### src/sv/ptscan_pkg.sv
// Shared types and constants for the path token scanner.
// Used by ptscan_front, ptscan_cmdq, ptscan_back and path_token_scanner_unit.
package ptscan_pkg;

    // Token kinds
    localparam logic [3:0] K_EOF    = 4'd0;
    localparam logic [3:0] K_IDENT  = 4'd1;
    localparam logic [3:0] K_INT    = 4'd2;
    localparam logic [3:0] K_FLOAT  = 4'd3;
    localparam logic [3:0] K_STR    = 4'd4;
    localparam logic [3:0] K_ASSIGN = 4'd5;
    localparam logic [3:0] K_SLASH  = 4'd6;
    localparam logic [3:0] K_ARGBEG = 4'd7;
    localparam logic [3:0] K_ARGNXT = 4'd8;
    localparam logic [3:0] K_MINUS  = 4'd9;
    localparam logic [3:0] K_COMMA  = 4'd10;
    localparam logic [3:0] K_OTHER  = 4'd11;

    // Command queue between front and back
    localparam int QDEPTH = 4;
    localparam int QAW    = $clog2(QDEPTH);

    // One result item
    typedef struct packed {
        logic       is_text;
        logic [3:0] kind;
        logic [7:0] text_char;
    } res_t;

    // Work for the back part: one or two results from one character
    typedef struct packed {
        logic two;
        res_t r0;
        res_t r1;
    } cmd_t;

endpackage

### src/sv/ptscan_front.sv
// Front part: accepts characters, tracks the scan mode and builds result commands.
// Depends on ptscan_pkg.
module ptscan_front (
    input  logic              clk,
    input  logic              rst_n,
    input  logic              push,
    input  logic              full,
    input  logic [7:0]        char_code,
    output logic              q_wr,
    output ptscan_pkg::cmd_t  q_wdata
);
    import ptscan_pkg::*;

    typedef enum logic [9:0] {
        M_IDLE  = 10'b00_0000_0001,
        M_IDENT = 10'b00_0000_0010,
        M_ZERO  = 10'b00_0000_0100,
        M_DEC   = 10'b00_0000_1000,
        M_HEX   = 10'b00_0001_0000,
        M_FRAC  = 10'b00_0010_0000,
        M_EXP0  = 10'b00_0100_0000,
        M_EXPD  = 10'b00_1000_0000,
        M_STR   = 10'b01_0000_0000,
        M_ESC   = 10'b10_0000_0000
    } mode_t;

    typedef struct packed {
        mode_t mode;
        logic  emit;
        res_t  res;
    } start_t;

    localparam logic [7:0] CH_NUL   = 8'h00;
    localparam logic [7:0] CH_X     = 8'h78;
    localparam logic [7:0] CH_DOT   = 8'h2E;
    localparam logic [7:0] CH_E_LO  = 8'h65;
    localparam logic [7:0] CH_E_UP  = 8'h45;
    localparam logic [7:0] CH_BSL   = 8'h5C;
    localparam logic [7:0] CH_N     = 8'h6E;
    localparam logic [7:0] CH_LF    = 8'h0A;
    localparam logic [7:0] CH_QUOTE = 8'h22;
    localparam logic [7:0] CH_ZERO  = 8'h30;

    function automatic logic f_alpha(input logic [7:0] c);
        return (c >= 8'h61 && c <= 8'h7A) || (c >= 8'h41 && c <= 8'h5A) || c == 8'h5F;
    endfunction

    function automatic logic f_digit(input logic [7:0] c);
        return c >= 8'h30 && c <= 8'h39;
    endfunction

    function automatic logic f_hex(input logic [7:0] c);
        return f_digit(c) || (c >= 8'h61 && c <= 8'h66) || (c >= 8'h41 && c <= 8'h46);
    endfunction

    function automatic logic f_space(input logic [7:0] c);
        return c == 8'h20 || c == 8'h09 || c == 8'h0A || c == 8'h0D;
    endfunction

    function automatic logic f_expmark(input logic [7:0] c);
        return c == CH_E_LO || c == CH_E_UP;
    endfunction

    // Scan one character from the between-tokens mode
    function automatic start_t f_start(input logic [7:0] c);
        start_t s;
        s.mode = M_IDLE;
        s.emit = 1'b1;
        s.res  = '{is_text: 1'b0, kind: K_OTHER, text_char: c};
        if (c == CH_NUL) begin
            s.res.kind      = K_EOF;
        end else if (f_space(c)) begin
            s.emit = 1'b0;
        end else if (f_alpha(c)) begin
            s.mode = M_IDENT;
            s.res  = '{is_text: 1'b1, kind: K_IDENT, text_char: c};
        end else if (f_digit(c)) begin
            s.mode = (c == CH_ZERO) ? M_ZERO : M_DEC;
            s.res  = '{is_text: 1'b1, kind: K_INT, text_char: c};
        end else if (c == CH_QUOTE) begin
            s.mode = M_STR;
            s.emit = 1'b0;
        end else begin
            case (c)
                8'h3D:   s.res.kind = K_ASSIGN;
                8'h2F:   s.res.kind = K_SLASH;
                8'h3F:   s.res.kind = K_ARGBEG;
                8'h26:   s.res.kind = K_ARGNXT;
                8'h2D:   s.res.kind = K_MINUS;
                8'h2C:   s.res.kind = K_COMMA;
                default: s.res.kind = K_OTHER;
            endcase
        end
        return s;
    endfunction

    mode_t      mode_reg;
    mode_t      mode_next;
    logic [1:0] cnt;
    res_t       r0;
    res_t       r1;
    logic       rescan;
    logic [3:0] ended;
    start_t     st;
    logic       accept;

    assign accept = push && !full;

    // Classify the character against the current mode
    always_comb
    begin
        mode_next = mode_reg;
        cnt       = 2'd0;
        r0        = '0;
        r1        = '0;
        rescan    = 1'b0;
        ended     = K_EOF;
        st        = f_start(char_code);
        unique case (mode_reg)
            M_IDENT:
            begin
                if (f_alpha(char_code) || f_digit(char_code)) begin
                    cnt = 2'd1;
                    r0  = '{is_text: 1'b1, kind: K_IDENT, text_char: char_code};
                end else begin
                    rescan = 1'b1;
                    ended  = K_IDENT;
                end
            end
            M_ZERO, M_DEC:
            begin
                cnt = 2'd1;
                if (mode_reg == M_ZERO && char_code == CH_X) begin
                    mode_next = M_HEX;
                    r0 = '{is_text: 1'b1, kind: K_INT, text_char: char_code};
                end else if (f_digit(char_code)) begin
                    mode_next = M_DEC;
                    r0 = '{is_text: 1'b1, kind: K_INT, text_char: char_code};
                end else if (char_code == CH_DOT) begin
                    mode_next = M_FRAC;
                    r0 = '{is_text: 1'b1, kind: K_FLOAT, text_char: char_code};
                end else if (f_expmark(char_code)) begin
                    mode_next = M_EXP0;
                    r0 = '{is_text: 1'b1, kind: K_FLOAT, text_char: char_code};
                end else begin
                    cnt    = 2'd0;
                    rescan = 1'b1;
                    ended  = K_INT;
                end
            end
            M_HEX:
            begin
                if (f_hex(char_code)) begin
                    cnt = 2'd1;
                    r0  = '{is_text: 1'b1, kind: K_INT, text_char: char_code};
                end else begin
                    rescan = 1'b1;
                    ended  = K_INT;
                end
            end
            M_FRAC:
            begin
                cnt = 2'd1;
                if (f_digit(char_code)) begin
                    r0 = '{is_text: 1'b1, kind: K_FLOAT, text_char: char_code};
                end else if (f_expmark(char_code)) begin
                    mode_next = M_EXP0;
                    r0 = '{is_text: 1'b1, kind: K_FLOAT, text_char: char_code};
                end else begin
                    cnt    = 2'd0;
                    rescan = 1'b1;
                    ended  = K_FLOAT;
                end
            end
            M_EXP0, M_EXPD:
            begin
                if (f_digit(char_code) || (mode_reg == M_EXP0 && char_code == 8'h2D)) begin
                    mode_next = M_EXPD;
                    cnt = 2'd1;
                    r0  = '{is_text: 1'b1, kind: K_FLOAT, text_char: char_code};
                end else begin
                    rescan = 1'b1;
                    ended  = K_FLOAT;
                end
            end
            M_STR:
            begin
                if (char_code == CH_NUL) begin
                    mode_next = M_IDLE;
                    cnt = 2'd2;
                    r0  = '{is_text: 1'b0, kind: K_STR, text_char: 8'h00};
                    r1  = '{is_text: 1'b0, kind: K_EOF, text_char: 8'h00};
                end else if (char_code == CH_QUOTE) begin
                    mode_next = M_IDLE;
                    cnt = 2'd1;
                    r0  = '{is_text: 1'b0, kind: K_STR, text_char: 8'h00};
                end else if (char_code == CH_BSL) begin
                    mode_next = M_ESC;
                end else begin
                    cnt = 2'd1;
                    r0  = '{is_text: 1'b1, kind: K_STR, text_char: char_code};
                end
            end
            M_ESC:
            begin
                if (char_code == CH_NUL) begin
                    mode_next = M_IDLE;
                    cnt = 2'd2;
                    r0  = '{is_text: 1'b0, kind: K_STR, text_char: 8'h00};
                    r1  = '{is_text: 1'b0, kind: K_EOF, text_char: 8'h00};
                end else begin
                    mode_next = M_STR;
                    cnt = 2'd1;
                    r0  = '{is_text: 1'b1, kind: K_STR,
                            text_char: (char_code == CH_N) ? CH_LF : char_code};
                end
            end
            M_IDLE:
            begin
                mode_next = st.mode;
                cnt       = {1'b0, st.emit};
                r0        = st.res;
            end
            default:
            begin
                mode_next = M_IDLE;
            end
        endcase

        // Close the running token, then rescan the character from idle
        if (rescan) begin
            mode_next = st.mode;
            r0        = '{is_text: 1'b0, kind: ended, text_char: 8'h00};
            r1        = st.res;
            cnt       = st.emit ? 2'd2 : 2'd1;
        end
    end

    assign q_wr         = accept && (cnt != 2'd0);
    assign q_wdata.two  = (cnt == 2'd2);
    assign q_wdata.r0   = r0;
    assign q_wdata.r1   = r1;

    // Advance the scan mode on each transfer
    always_ff @(posedge clk or negedge rst_n)
    begin
        if (!rst_n) begin
            mode_reg <= M_IDLE;
        end else if (accept) begin
            mode_reg <= mode_next;
        end
    end

`ifndef SYNTHESIS
    a_eof_idle: assert property (@(posedge clk) disable iff (!rst_n)
        (accept && char_code == CH_NUL) |=> (mode_reg == M_IDLE))
        else $error("mode not idle after end of text");

    a_eof_emits: assert property (@(posedge clk) disable iff (!rst_n)
        (accept && char_code == CH_NUL) |-> q_wr)
        else $error("end of text produced no command");
`endif

endmodule

### src/sv/ptscan_cmdq.sv
// Short command queue that decouples the front and back parts.
// Depends on ptscan_pkg.
module ptscan_cmdq (
    input  logic              clk,
    input  logic              rst_n,
    input  logic              wr,
    input  ptscan_pkg::cmd_t  wdata,
    output logic              full,
    input  logic              rd,
    output ptscan_pkg::cmd_t  rdata,
    output logic              empty
);
    import ptscan_pkg::*;

    cmd_t           mem [QDEPTH];
    logic [QAW-1:0] wptr_reg;
    logic [QAW-1:0] rptr_reg;
    logic [QAW:0]   count_reg;
    logic [QAW:0]   count_next;

    assign full  = (count_reg == (QAW+1)'(QDEPTH));
    assign empty = (count_reg == '0);
    assign rdata = mem[rptr_reg];

    always_comb
    begin
        count_next = count_reg;
        if (wr && !rd) begin
            count_next = count_reg + 1'b1;
        end else if (rd && !wr) begin
            count_next = count_reg - 1'b1;
        end
    end

    // Hold queued commands
    always_ff @(posedge clk)
    begin
        if (wr) begin
            mem[wptr_reg] <= wdata;
        end
    end

    // Advance pointers and occupancy
    always_ff @(posedge clk or negedge rst_n)
    begin
        if (!rst_n) begin
            wptr_reg  <= '0;
            rptr_reg  <= '0;
            count_reg <= '0;
        end else begin
            if (wr) begin
                wptr_reg <= wptr_reg + 1'b1;
            end
            if (rd) begin
                rptr_reg <= rptr_reg + 1'b1;
            end
            count_reg <= count_next;
        end
    end

`ifndef SYNTHESIS
    a_no_overflow: assert property (@(posedge clk) disable iff (!rst_n)
        !(wr && full))
        else $error("command queue written while full");

    a_no_underflow: assert property (@(posedge clk) disable iff (!rst_n)
        !(rd && empty))
        else $error("command queue read while empty");
`endif

endmodule

### src/sv/ptscan_back.sv
// Back part: expands each command into one or two results behind an output register.
// Depends on ptscan_pkg.
module ptscan_back (
    input  logic              clk,
    input  logic              rst_n,
    input  logic              q_empty,
    input  ptscan_pkg::cmd_t  q_rdata,
    output logic              q_rd,
    input  logic              pop,
    output logic              empty,
    output ptscan_pkg::res_t  out_res,
    output logic              out_last
);
    import ptscan_pkg::*;

    logic out_valid_reg;
    logic out_valid_next;
    logic phase_reg;
    logic phase_next;
    res_t res_reg;
    res_t res_next;
    logic last_reg;
    logic last_next;
    logic load;

    assign load = !out_valid_reg || pop;

    // Pick the next result from the head command
    always_comb
    begin
        out_valid_next = out_valid_reg && !pop;
        phase_next     = phase_reg;
        res_next       = res_reg;
        last_next      = last_reg;
        q_rd           = 1'b0;
        if (load && !q_empty) begin
            out_valid_next = 1'b1;
            if (phase_reg) begin
                res_next   = q_rdata.r1;
                last_next  = 1'b1;
                phase_next = 1'b0;
                q_rd       = 1'b1;
            end else begin
                res_next   = q_rdata.r0;
                last_next  = !q_rdata.two;
                phase_next = q_rdata.two;
                q_rd       = !q_rdata.two;
            end
        end
    end

    // Hold the result payload
    always_ff @(posedge clk)
    begin
        res_reg  <= res_next;
        last_reg <= last_next;
    end

    always_ff @(posedge clk or negedge rst_n)
    begin
        if (!rst_n) begin
            out_valid_reg <= 1'b0;
            phase_reg     <= 1'b0;
        end else begin
            out_valid_reg <= out_valid_next;
            phase_reg     <= phase_next;
        end
    end

    assign empty    = !out_valid_reg;
    assign out_res  = res_reg;
    assign out_last = last_reg;

`ifndef SYNTHESIS
    a_phase_has_cmd: assert property (@(posedge clk) disable iff (!rst_n)
        phase_reg |-> !q_empty)
        else $error("second result pending without a queued command");

    a_text_is_last: assert property (@(posedge clk) disable iff (!rst_n)
        (out_valid_reg && res_reg.is_text) |-> last_reg)
        else $error("text result not marked last of run");
`endif

endmodule

### src/sv/path_token_scanner_unit.sv
// Path token scanner, top level: front classifier, command queue, result back end.
// Each result is written into the command queue, then loaded into the output register.
// Throughput: one character per cycle while the queue is not full; results leave at one per
// cycle while pop is high, set by the single output register, which holds two results in turn.
// Reset (rst_n, asynchronous, active low): scan mode idle, queue and output empty.
module path_token_scanner_unit (
    input  logic       clk,
    input  logic       rst_n,
    input  logic       push,
    output logic       full,
    input  logic [7:0] char_code,
    input  logic       pop,
    output logic       empty,
    output logic       is_text,
    output logic [3:0] kind,
    output logic [7:0] text_char,
    output logic       last_of_run
);
    import ptscan_pkg::*;

    logic q_wr;
    cmd_t q_wdata;
    logic q_rd;
    cmd_t q_rdata;
    logic q_empty;
    res_t out_res;

    ptscan_front u_front (
        .clk       (clk),
        .rst_n     (rst_n),
        .push      (push),
        .full      (full),
        .char_code (char_code),
        .q_wr      (q_wr),
        .q_wdata   (q_wdata)
    );

    ptscan_cmdq u_cmdq (
        .clk   (clk),
        .rst_n (rst_n),
        .wr    (q_wr),
        .wdata (q_wdata),
        .full  (full),
        .rd    (q_rd),
        .rdata (q_rdata),
        .empty (q_empty)
    );

    ptscan_back u_back (
        .clk      (clk),
        .rst_n    (rst_n),
        .q_empty  (q_empty),
        .q_rdata  (q_rdata),
        .q_rd     (q_rd),
        .pop      (pop),
        .empty    (empty),
        .out_res  (out_res),
        .out_last (last_of_run)
    );

    assign is_text   = out_res.is_text;
    assign kind      = out_res.kind;
    assign text_char = out_res.text_char;

endmodule

### config.mk
export PLATFORM = sky130hd
export DESIGN_NAME = path_token_scanner_unit
export DESIGN_NICKNAME = d
export VERILOG_FILES = /design/src/sv/ptscan_pkg.sv /design/src/sv/ptscan_front.sv /design/src/sv/ptscan_cmdq.sv /design/src/sv/ptscan_back.sv /design/src/sv/path_token_scanner_unit.sv
export SDC_FILE = /design/constraint.sdc
export NUM_CORES = 1
export LEC_CHECK = 0
export BUFFER_PORTS_ARGS = -buffer_cell sky130_fd_sc_hd__buf_2
export CAP_MARGIN = 10
export CORE_UTILIZATION = 66
export DETAILED_ROUTE_END_ITERATION = 7
export GPL_TIMING_DRIVEN = 1
export PLACE_DENSITY_LB_ADDON = 0.08
export RECOVER_POWER = 50
export SYNTH_ARGS = -nofsm -noshare
export SYNTH_HDL_FRONTEND = slang
export SYNTH_SLANG_ARGS = --single-unit
export TNS_END_PERCENT = 30
### constraint.sdc
create_clock -name clk -period 8.3 [get_ports clk]
set_input_delay 1.245 -clock clk [delete_from_list [all_inputs] [get_ports clk]]
set_output_delay 1.245 -clock clk [all_outputs]
set_load 0.01 [all_outputs]
-- After elaboration in Yosys (flattened, before gate mapping)
Memories as Yosys holds them, arrays and structs flattened.
Cells that the tools add are included.
- memories kept: 1
- register bits after elaboration: 33
- latch bits: 0
- bits of input ports: 12
- output and inout bits: 16
- bits in writable memories: 108
- memory bits (read-only): 0
- add/subtract/negate cells: 4
- equal/unequal tests: 35
- shifts and indexed selects: 0
- reduce and logical (&&, ||, !) cells: 39
- multiply operators: 0
- bitwise operators: 0
- muxes and demuxes: 88
- div/mod/pow operators: 0
- $lt $le $gt $ge: 8
- memories (name ; depth ; bits a word ; read ports ; clocked after Yosys merged registers in ; wr ports ; line ; text):
    u_cmdq.mem ; 4 ; 27 ; 1 ; 0 ; 1 ; ptscan_cmdq.sv:15 ; cmd_t mem [QDEPTH];
- operators by type and width (kind ; number):
    $mux W13 ; 17
    $mux W10 ; 14
    $pmux W13 S8 ; 1
    $eq A8 B6 Y1 const B ; 10
    $pmux W10 S7 ; 1
    $eq A8 B7 Y1 const B ; 6
    $le A8 B7 Y1 const B ; 4
    $mux W4 ; 8
    $mux W2 ; 13
    $eq A8 B4 Y1 const B ; 3
    $mux W1 ; 24
    $pmux W4 S6 ; 1
    $pmux W4 S5 ; 1
    $ge A8 B7 Y1 const B ; 2
    $mux W8 ; 2
    $pmux W2 S8 ; 1
    $logic_and A1 B1 Y1 ; 13
    $mux W12 ; 1
    $logic_or A1 B1 Y1 ; 11
    $eq A10 B1 Y1 const B ; 1
    $eq A10 B10 Y1 const B ; 1
    $eq A10 B2 Y1 const B ; 1
    $eq A10 B3 Y1 const B ; 1
    $eq A10 B4 Y1 const B ; 1
    25 further kinds ; 36

-- Logic depth before layout (Yosys ltp)
Gate-level depths: netlist (run 1).
- word-level depth: 15
- gate-level depth with buffers: 14
- mapped depth without buffers: 12

-- Hierarchy
A second synthesis (run 1) with hierarchy kept.
- cell total of the unflattened synthesis: 447
- area total of the unflattened synthesis: 6652.6 µm²
- modules (own cells, without submodules) (module ; area each (µm²) ; cells each ; seq. area each (µm²) ; instances):
    ptscan_cmdq ; 4299.1 ; 175 ; 3418.3 ; 1
    ptscan_front ; 1684.1 ; 234 ; 251.5 ; 1
    ptscan_back ; 669.4 ; 38 ; 470.5 ; 1

-- Worst setup path before layout (run 1)
Ideal clock, no wire load.
- path type: input -> register
- start: input port char_code[3]
- end: memory u_cmdq.mem[0][0] (netlist name), enable pin
- slack: 4.177 ns
- data required time: 7.914 ns
- cell stages on the path: 8
- path buffers: 1
- arrival time: 3.736 ns
- cell sequence: buf_2 > or4_1 > or3_1 > or2_0 > o221ai_1 > nor3_1 > a41oi_2 > and2_1
- cells in the longest elaborated chain, start to end: 13
- RTL lines (item ; line ; text):
    from (decl) ; path_token_scanner_unit.sv:11 ; input logic [7:0] char_code,
    $ge A8 B7 Y1 / $le A8 B7 Y1 (equally long branches) ; ptscan_front.sv:45, ptscan_front.sv:53 ;
    $logic_and A1 B1 Y1 ; ptscan_front.sv:45 ; return (c >= 8'h61 && c <= 8'h7A) || (c >= 8'h41 && c <= 8'h5A) || c == 8'h5F;
    $logic_or A1 B1 Y1 (2 in series) ; ptscan_front.sv:45 ;
    $mux W1 ; ptscan_front.sv:74 ; end else if (f_alpha(c)) begin
    $mux W1 ; ptscan_front.sv:72 ; end else if (f_space(c)) begin
    $mux W12 ; ptscan_front.sv:70 ; if (c == CH_NUL) begin
    $pmux W2 S8 / $mux W2 (equally long branches) ; ptscan_front.sv:119, ptscan_front.sv:235 ;
    $mux W2 * ; ptscan_front.sv:231 ; if (rescan) begin
    $reduce_bool A2 Y1 * ; ptscan_front.sv:239 ; assign q_wr = accept && (cnt != 2'd0);
    $logic_and A1 B1 Y1 * ; ptscan_front.sv:239 ;
    named net q_wr ; path_token_scanner_unit.sv:21 ; logic q_wr;
    $mux W1 * ; ptscan_cmdq.sv:38 ; if (wr) begin
    $mux W1 (not written as such) * ; ptscan_cmdq.sv:39 ; mem[wptr_reg] <= wdata;
    to (decl) ; ptscan_cmdq.sv:15 ;
The timed path passes the listed nets; every way through them passes the cells marked *.

==> results.yml, run 1 <==
sta:
  max_freq_ghz: 0.212
  tns_ns: 0
  finalClockSkew_ns: 0.0104
  finalCritPeriodShare_pct: 56.8
  setup_viol: 0
  rsz0062_at_grt: "no"
  slew_violations: 48
  max-slew-margin-rel_pct: -33.1
  hold_viol: 0
  finalCriticalPeriod_ns: 4.71
  worst_slew_pin_slew_ns: 2.00
logic_synthesis:
  synth_edf_count: 122
  synth_top_family_by_area: "simple AND/OR/NAND/NOR gates"
  muxShareOfSynthArea_pct: 12.3
  ys_warn_count: 0
  synthAdderAreaFrac_pct: 1.25
  syn_inst: 439
  syn-num-nets: 457
  synthSimpleGateAreaFrac_pct: 12.8
  ys_seq_area_share_pct: 62.8
  ys_ff_latch: 141
  async_flop_share_pct: 13.5
  synth_ff_type: "edfxtp_1"
  synth_area_per_cell_sq_um: 15.0
  synth_area_sq_um: 6590
  synth_cell_type_count: 69
  synth_compound_gate_area_share_pct: 7.50
  synth_xor_area_share_pct: 1.06
routing:
  vias: 4224
  routed-wl-met3_mm: 1.38
  drc: 0
  wl_met1_mm: 5.94
  viasPerCell: 6.90
  highest_layer: "met4"
  drt-initial-drc-count: 499
  route.met2.wl_mm: 8.12
  drtAntennaViolNets: 0
  drt-wirelength-per-cell_microns: 26.2
  routed_wl_mm: 16.0
  drtPass1Iterations: 5
clock_tree:
  cts_hold_buf: 0
  clock_latency_ns: 0.53
  cts_resized: 0
  clock-sinks: 141
  clk_pin_slew_ns: 0.06
  tritoncts: "done"
  clockBufferDepth: 2
  cts_made_buffers: 17
  cts-root-buf: "clkbuf_8"
  h-tree-depth: 4
  post_cts_buffers: 0
pwr:
  power_frac_seq_pct: 42.7
  p_leak_nw: 2.56
  power_frac_clock_pct: 28.3
  ir_worst_vdd_v: 0.000190
  p_int_mw: 1.81
  p_sw_mw: 0.854
  p_comb_share_pct: 29.0
  power.density_nw_per_um2: 363
  p_sw_share_pct: 32.1
  power_mw: 2.66
place:
  placed_area_sq_um: 6820
  gp_congestion: 1.03
  dp_hpwl_mm: 9.78
  io_buffers: 27
grt:
  grt_usage_pct: 33.6
  grt_max_degree: 30
  gr-total-overflow: 0
  grt_pass1_wl_mm: 24.5
  grt_pass1_vias: 4268
  antenna_found_initial: 0
critical_path:
  arrival_ns: 4.86
  crit_path_end_kind: "flip-flop"
  required_ns: 8.45
  crit_path_max_fanout: 19
  path_class: "in -> reg"
  cp-start-kind: "input port"
  reg2reg_setup_slack_ns: 4.46
die:
  start_util_pct: 67.7
  num_rows: 36
  die_y_microns: 102
  io-pin-count: 28
  design.core.area_sq_um: 9730
  dieArea_sq_um: 10400
  die_w_microns: 102
run_status:
  violations: "max-capacitance violations, max-slew violations"
  run_status: "finished with violations"
cells_and_area:
  synthToLayoutAreaGrowth_pct: 11.5
  num_antenna_cells: 0
  largest_reg_flops: 108
  final_nets: 484
  design_area_sq_um: 7350
  drive_above_1_share_pct: 20.3
worst_hold_path:
  hold_class: "reg -> reg"
run:
  drv_cap: 2
==> metrics by stage <==
| step | hold slack [ns] | util, % | std cells | setup WS (ns) |
|---|---|---|---|---|
| after CTS | 0.514 | 76.1 | 612 | 4.17 |
| after global placement | 0.495 | 70.1 | 580 | 3.71 |
| after global routing | 0.545 | 75.5 | 612 | 3.36 |
| after floorplan | 0.464 | - | 439 | 4.18 |
| final | 0.515 | 75.5 | 612 | 3.59 |
| after detailed placement | 0.501 | 70.1 | 580 | 3.64 |
==> layer usage <==
layer / vias to the layer above / global-route usage (%)
li1: 1798 / -
met4: 0 / 15.5
met1: 2094 / 43.7
met2: 284 / 54.9
met3: 48 / 7.11
met5: - / 0
==> synthesized netlist by cell type, drive strengths merged (9+ instances only) <==
cell type	n	area, sq um
dfrtp	18	450
a21oi	9	45.0
o21ai	11	55.1
edfxtp	122	3660
nand2	18	67.6
nor4	9	92.6
nor2	30	118
nor3	10	55.1
nor2b	15	93.8
clkbuf	14	52.6
inv	9	33.8
mux4	27	608
nand3	9	45.0
mux2	17	191
buf	10	62.6
==> cell type report <==
| type | instances | area (sq um) |
|---|---|---|
| clock inverters | 14 | 168 |
| fillers | 582 | 2380 |
| inverters | 9 | 33.8 |
| repair buffers | 32 | 148 |
| clock buffers | 18 | 418 |
| multi-input cells | 265 | 2270 |
| well taps | 133 | 166 |
| flip-flops and latches | 141 | 4140 |
==> power by group through the flow <==
| stage | Sequential [mW] | Clock [mW] | Combinational (mW) |
|---|---|---|---|
| 2_1_floorplan | 1.09 | 0 | 0.583 |
| 3_3_place_gp | 1.13 | 0 | 0.744 |
| 3_5_place_dp | 1.14 | 0 | 0.761 |
| 4_1_cts | 1.14 | 0.757 | 0.782 |
| 5_1_grt | 1.16 | 0.786 | 0.829 |
| 6_report | 1.14 | 0.753 | 0.773 |
==> worst max-delay path, cell delays in order <==
cell,delay [ns]
clkbuf_1,0.28
or4b_1,0.69
nor4b_1,0.54
nor4_1,0.15
o31a_1,0.39
nor2_1,1.06
o21ai_0,0.49
==> path summary, 6_finish.rpt <==
kind                                                  from                               to  cells after the start
max in group asynchronous                            rst_n  u_front.mode_reg[1]$_DFFE_PN0P_                      1
max                                           char_code[0]      u_cmdq.mem[1][26]$_DFFE_PP_                      7
min in group asynchronous                            rst_n   u_cmdq.rptr_reg[1]$_DFFE_PN0P_                      1
min                        u_cmdq.count_reg[2]$_DFFE_PN0P_  u_cmdq.count_reg[2]$_DFFE_PN0P_                      1
min reg2reg                u_cmdq.count_reg[2]$_DFFE_PN0P_  u_cmdq.count_reg[2]$_DFFE_PN0P_                      1
max reg2reg                u_front.mode_reg[5]$_DFFE_PN0P_  u_cmdq.count_reg[2]$_DFFE_PN0P_                     11
==> kinds of logic after synthesis <==
family                   Yosys count
flip-flops                       141
AND/OR/NAND/NOR                  140
AO/OA/AOI/OAI                     66
adder cells (fa/ha/maj)            6
buffers and inverters             33
multiplexers                      45
XOR/XNOR                           8
==> cells in the final DEF, fill, tap and decap left out, types with 4 or more instances in the layout <==
master,Yosys,final
edfxtp_1,122,122
nor2_1,28,29
mux4_2,27,27
clkbuf_1,14,21
nand2_1,18,18
dfrtp_1,18,18
clkbuf_16,0,16
nor2b_1,15,15
mux2_2,17,15
o21ai_0,11,11
nand3_1,9,9
inv_1,9,9
a21oi_1,9,9
nor3_1,9,9
buf_2,2,7
nor4_1,6,6
nand4b_1,6,6
and3_1,6,6
and2_1,8,6
a21o_1,6,6
nand2b_1,5,5
xor2_1,5,5
nand4_1,5,5
ha_1,5,5
buf_4,2,5
o211ai_1,4,4
Note: power is estimated with default switching activity, not from simulation.
==> inputs of run 2 (changes only) <==
- ABC_AREA: unset -> 1
- CORE_UTILIZATION: 66 -> 56
- clock period: 8.3 -> 4 ns (I/O delays scaled with it)
==> run 2 against run 1 <==
The run now ends clean. Register-to-register slack got worse by 4.0 ns. Worst setup slack got worse by 3.1 ns. Clock power is 110% higher. Synthesized cell count grew 67%. Critical path depth rose by 8. Critical endpoint is now u_cmdq.count_reg[2]$_DFFE_PN0P_. Flip-flop and latch count did not move.
==> results.yml, run 2 <==
run_status:
  run_status: "completed"
routing:
  drt-initial-drc-count: 434
  drt-wirelength-per-cell_microns: 17.9
  routed_wl_mm: 16.9
  drc: 0
  drtAntennaViolNets: 0
  viasPerCell: 5.58
  vias: 5283
  drtPass1Iterations: 4
pwr:
  ir_worst_vdd_v: 0.000293
  p_int_mw: 3.58
  p_sw_share_pct: 35.9
  p_comb_share_pct: 32.2
  p_leak_nw: 3.03
  p_sw_mw: 2.00
  power_frac_clock_pct: 28.2
  power_frac_seq_pct: 39.7
  power.density_nw_per_um2: 714
sta:
  finalClockSkew_ns: 0.0103
  max_freq_ghz: 0.283
  max-slew-margin-rel_pct: 30.3
  slew_violations: 0
  hold_viol: 0
  finalCritPeriodShare_pct: 88.2
  finalCriticalPeriod_ns: 3.53
  tns_ns: 0
  setup_viol: 0
  holdWs_ns: 0.352
  worst_slew_pin_slew_ns: 1.05
  rsz0062_at_grt: "no"
critical_path:
  cp-startpoint: "u_front.mode_reg[9]$_DFFE_PN0P_"
  reg2reg_setup_slack_ns: 0.47
  arrival_ns: 3.82
  reg2reg_depth: 15
  path_class: "reg -> reg"
  crit_path_max_fanout: 11
  r2r_start: "u_front.mode_reg[9]$_DFFE_PN0P_"
  crit_path_end_kind: "flip-flop"
  cp-start-kind: "flip-flop"
  required_ns: 4.29
  worstReg2RegEnd: "u_cmdq.count_reg[2]$_DFFE_PN0P_"
cells_and_area:
  drive_above_1_share_pct: 12.2
  design_area_sq_um: 7820
  final_common_cell: "nor2_1"
  synthToLayoutAreaGrowth_pct: 12.1
  layout_common_cells: "nor2_1, edfxtp_1, nand2_1"
  num_antenna_cells: 0
  largest_reg_flops: 108
  fillers: 991
  final_nets: 783
  fin_cells: 946
die:
  design.core.area_sq_um: 12100
  start_util_pct: 57.8
  dieArea_sq_um: 12900
  num_rows: 40
  io-pin-count: 28
  die_w_microns: 114
  die_y_microns: 114
logic_synthesis:
  ys_seq_area_share_pct: 59.4
  synth_area_sq_um: 6970
  ys_top_cells_by_area: "edfxtp_1, nor2_1, dfrtp_1"
  ys_ff_latch: 141
  synth_top_area_share_pct: 52.5
  syn_inst: 733
  synth_common_cells: "nor2_1, edfxtp_1, nand2_1"
  yosysMostFrequentCell: "nor2_1"
  synth_area_per_cell_sq_um: 9.51
  synth_edf_count: 122
  synth_ff_type: "edfxtp_1"
  syn-num-nets: 751
  async_flop_share_pct: 13.5
  yosysTopAreaCell: "edfxtp_1"
  synth_cell_type_count: 44
  ys_warn_count: 0
grt:
  grt_max_degree: 54
  grt_pass1_wl_mm: 26.2
  grt_usage_pct: 27.6
  gr-total-overflow: 0
  grt_pass1_vias: 5101
  antenna_found_initial: 0
place:
  dp_hpwl_mm: 11.3
  gp_congestion: 0.967
  place_inst: 914
  placed_area_sq_um: 7280
  io_buffers: 27
clock_tree:
  clock-sinks: 141
  cts_hold_buf: 0
  tritoncts: "done"
  clockBufferDepth: 2
  cts_made_buffers: 17
  post_cts_buffers: 0
  h-tree-depth: 4
  cts-root-buf: "clkbuf_16"
  cts_resized: 0
  clk_pin_slew_ns: 0.06
  clock_latency_ns: 0.41
worst_hold_path:
  hold_class: "in -> async"
run:
  drv_cap: 0
-- run 2: cells by family after synthesis --
| group | after synthesis | share of synthesized area [%] |
|---|---|---|
| compound gates | 126 | 10.0 |
| xor+xnor | 3 | 0.377 |
| buf+inv | 92 | 5.37 |
| simple gates | 365 | 23.6 |
| fa+ha+maj | 6 | 1.18 |
| flops | 141 | 59.4 |
-- run 2: how the worst max path moves through the flow --
stage,end,slack (ns),depth (start not counted)
3_3_place_gp,u_cmdq.count_reg[1]$_DFFE_PN0P_,0.57,17
3_5_place_dp,u_cmdq.count_reg[1]$_DFFE_PN0P_,0.56,17
5_1_grt,u_cmdq.count_reg[2]$_DFFE_PN0P_,0.21,15
2_1_floorplan,u_cmdq.mem[0][0]$_DFFE_PP_,0.65,12
4_1_cts,u_cmdq.count_reg[2]$_DFFE_PN0P_,0.64,15
6_report,u_cmdq.count_reg[2]$_DFFE_PN0P_,0.47,15
-- run 2: final cells by class --
type	instances	area, sq um	area share [%]
multi-input cells	500	2430	31.1
flip-flops and latches	141	4140	53.0
repair buffers	37	183	2.34
clock buffers	19	433	5.54
well taps	168	210	2.69
clock inverters	13	165	2.11
inverters	68	255	3.27
-- run 2: critical path: stages (launching register included) --
cell and delay, ns:
dfrtp_1 0.43, nor2_1 0.58, nand4_1 0.18, nor2_1 0.45, nand3_1 0.20, nand2_2 0.12, nor2_1 0.10, nand3_1 0.15
o21ai_4 0.11, inv_1 0.08, ha_1 0.13, inv_1 0.06, fa_1 0.37, a21oi_1 0.16, o21ai_0 0.13, xor2_1 0.15
-- run 2: metal layers --
layer / routed length [microns] / share of wire [%] / GRT usage (%)
met4: 648 / 3.8 / 15.8
met5: 0 / 0 / 0
met3: 1040 / 6.2 / 5.74
met2: 8090 / 48 / 45.0
met1: 7110 / 42 / 34.5
-- run 2: power by group through the flow --
stage | Sequential [mW] | Clock (mW) | Combinational (mW)
floorplan | 2.23 | 0 | 1.26
global placement | 2.23 | 0 | 1.79
detailed placement | 2.24 | 0 | 1.83
CTS | 2.21 | 1.59 | 1.85
global route | 2.25 | 1.65 | 2.01
finish | 2.22 | 1.57 | 1.80
-- run 2: stage by stage --
step	setup slack (ns)	utilization (%)	total power [mW]
2_1_floorplan	0.650	-	3.49
3_3_place_gp	0.570	60.4	4.02
3_5_place_dp	0.560	60.4	4.07
4_1_cts	0.643	65.4	5.65
5_1_grt	0.214	64.8	5.91
6_report	0.472	64.8	5.58
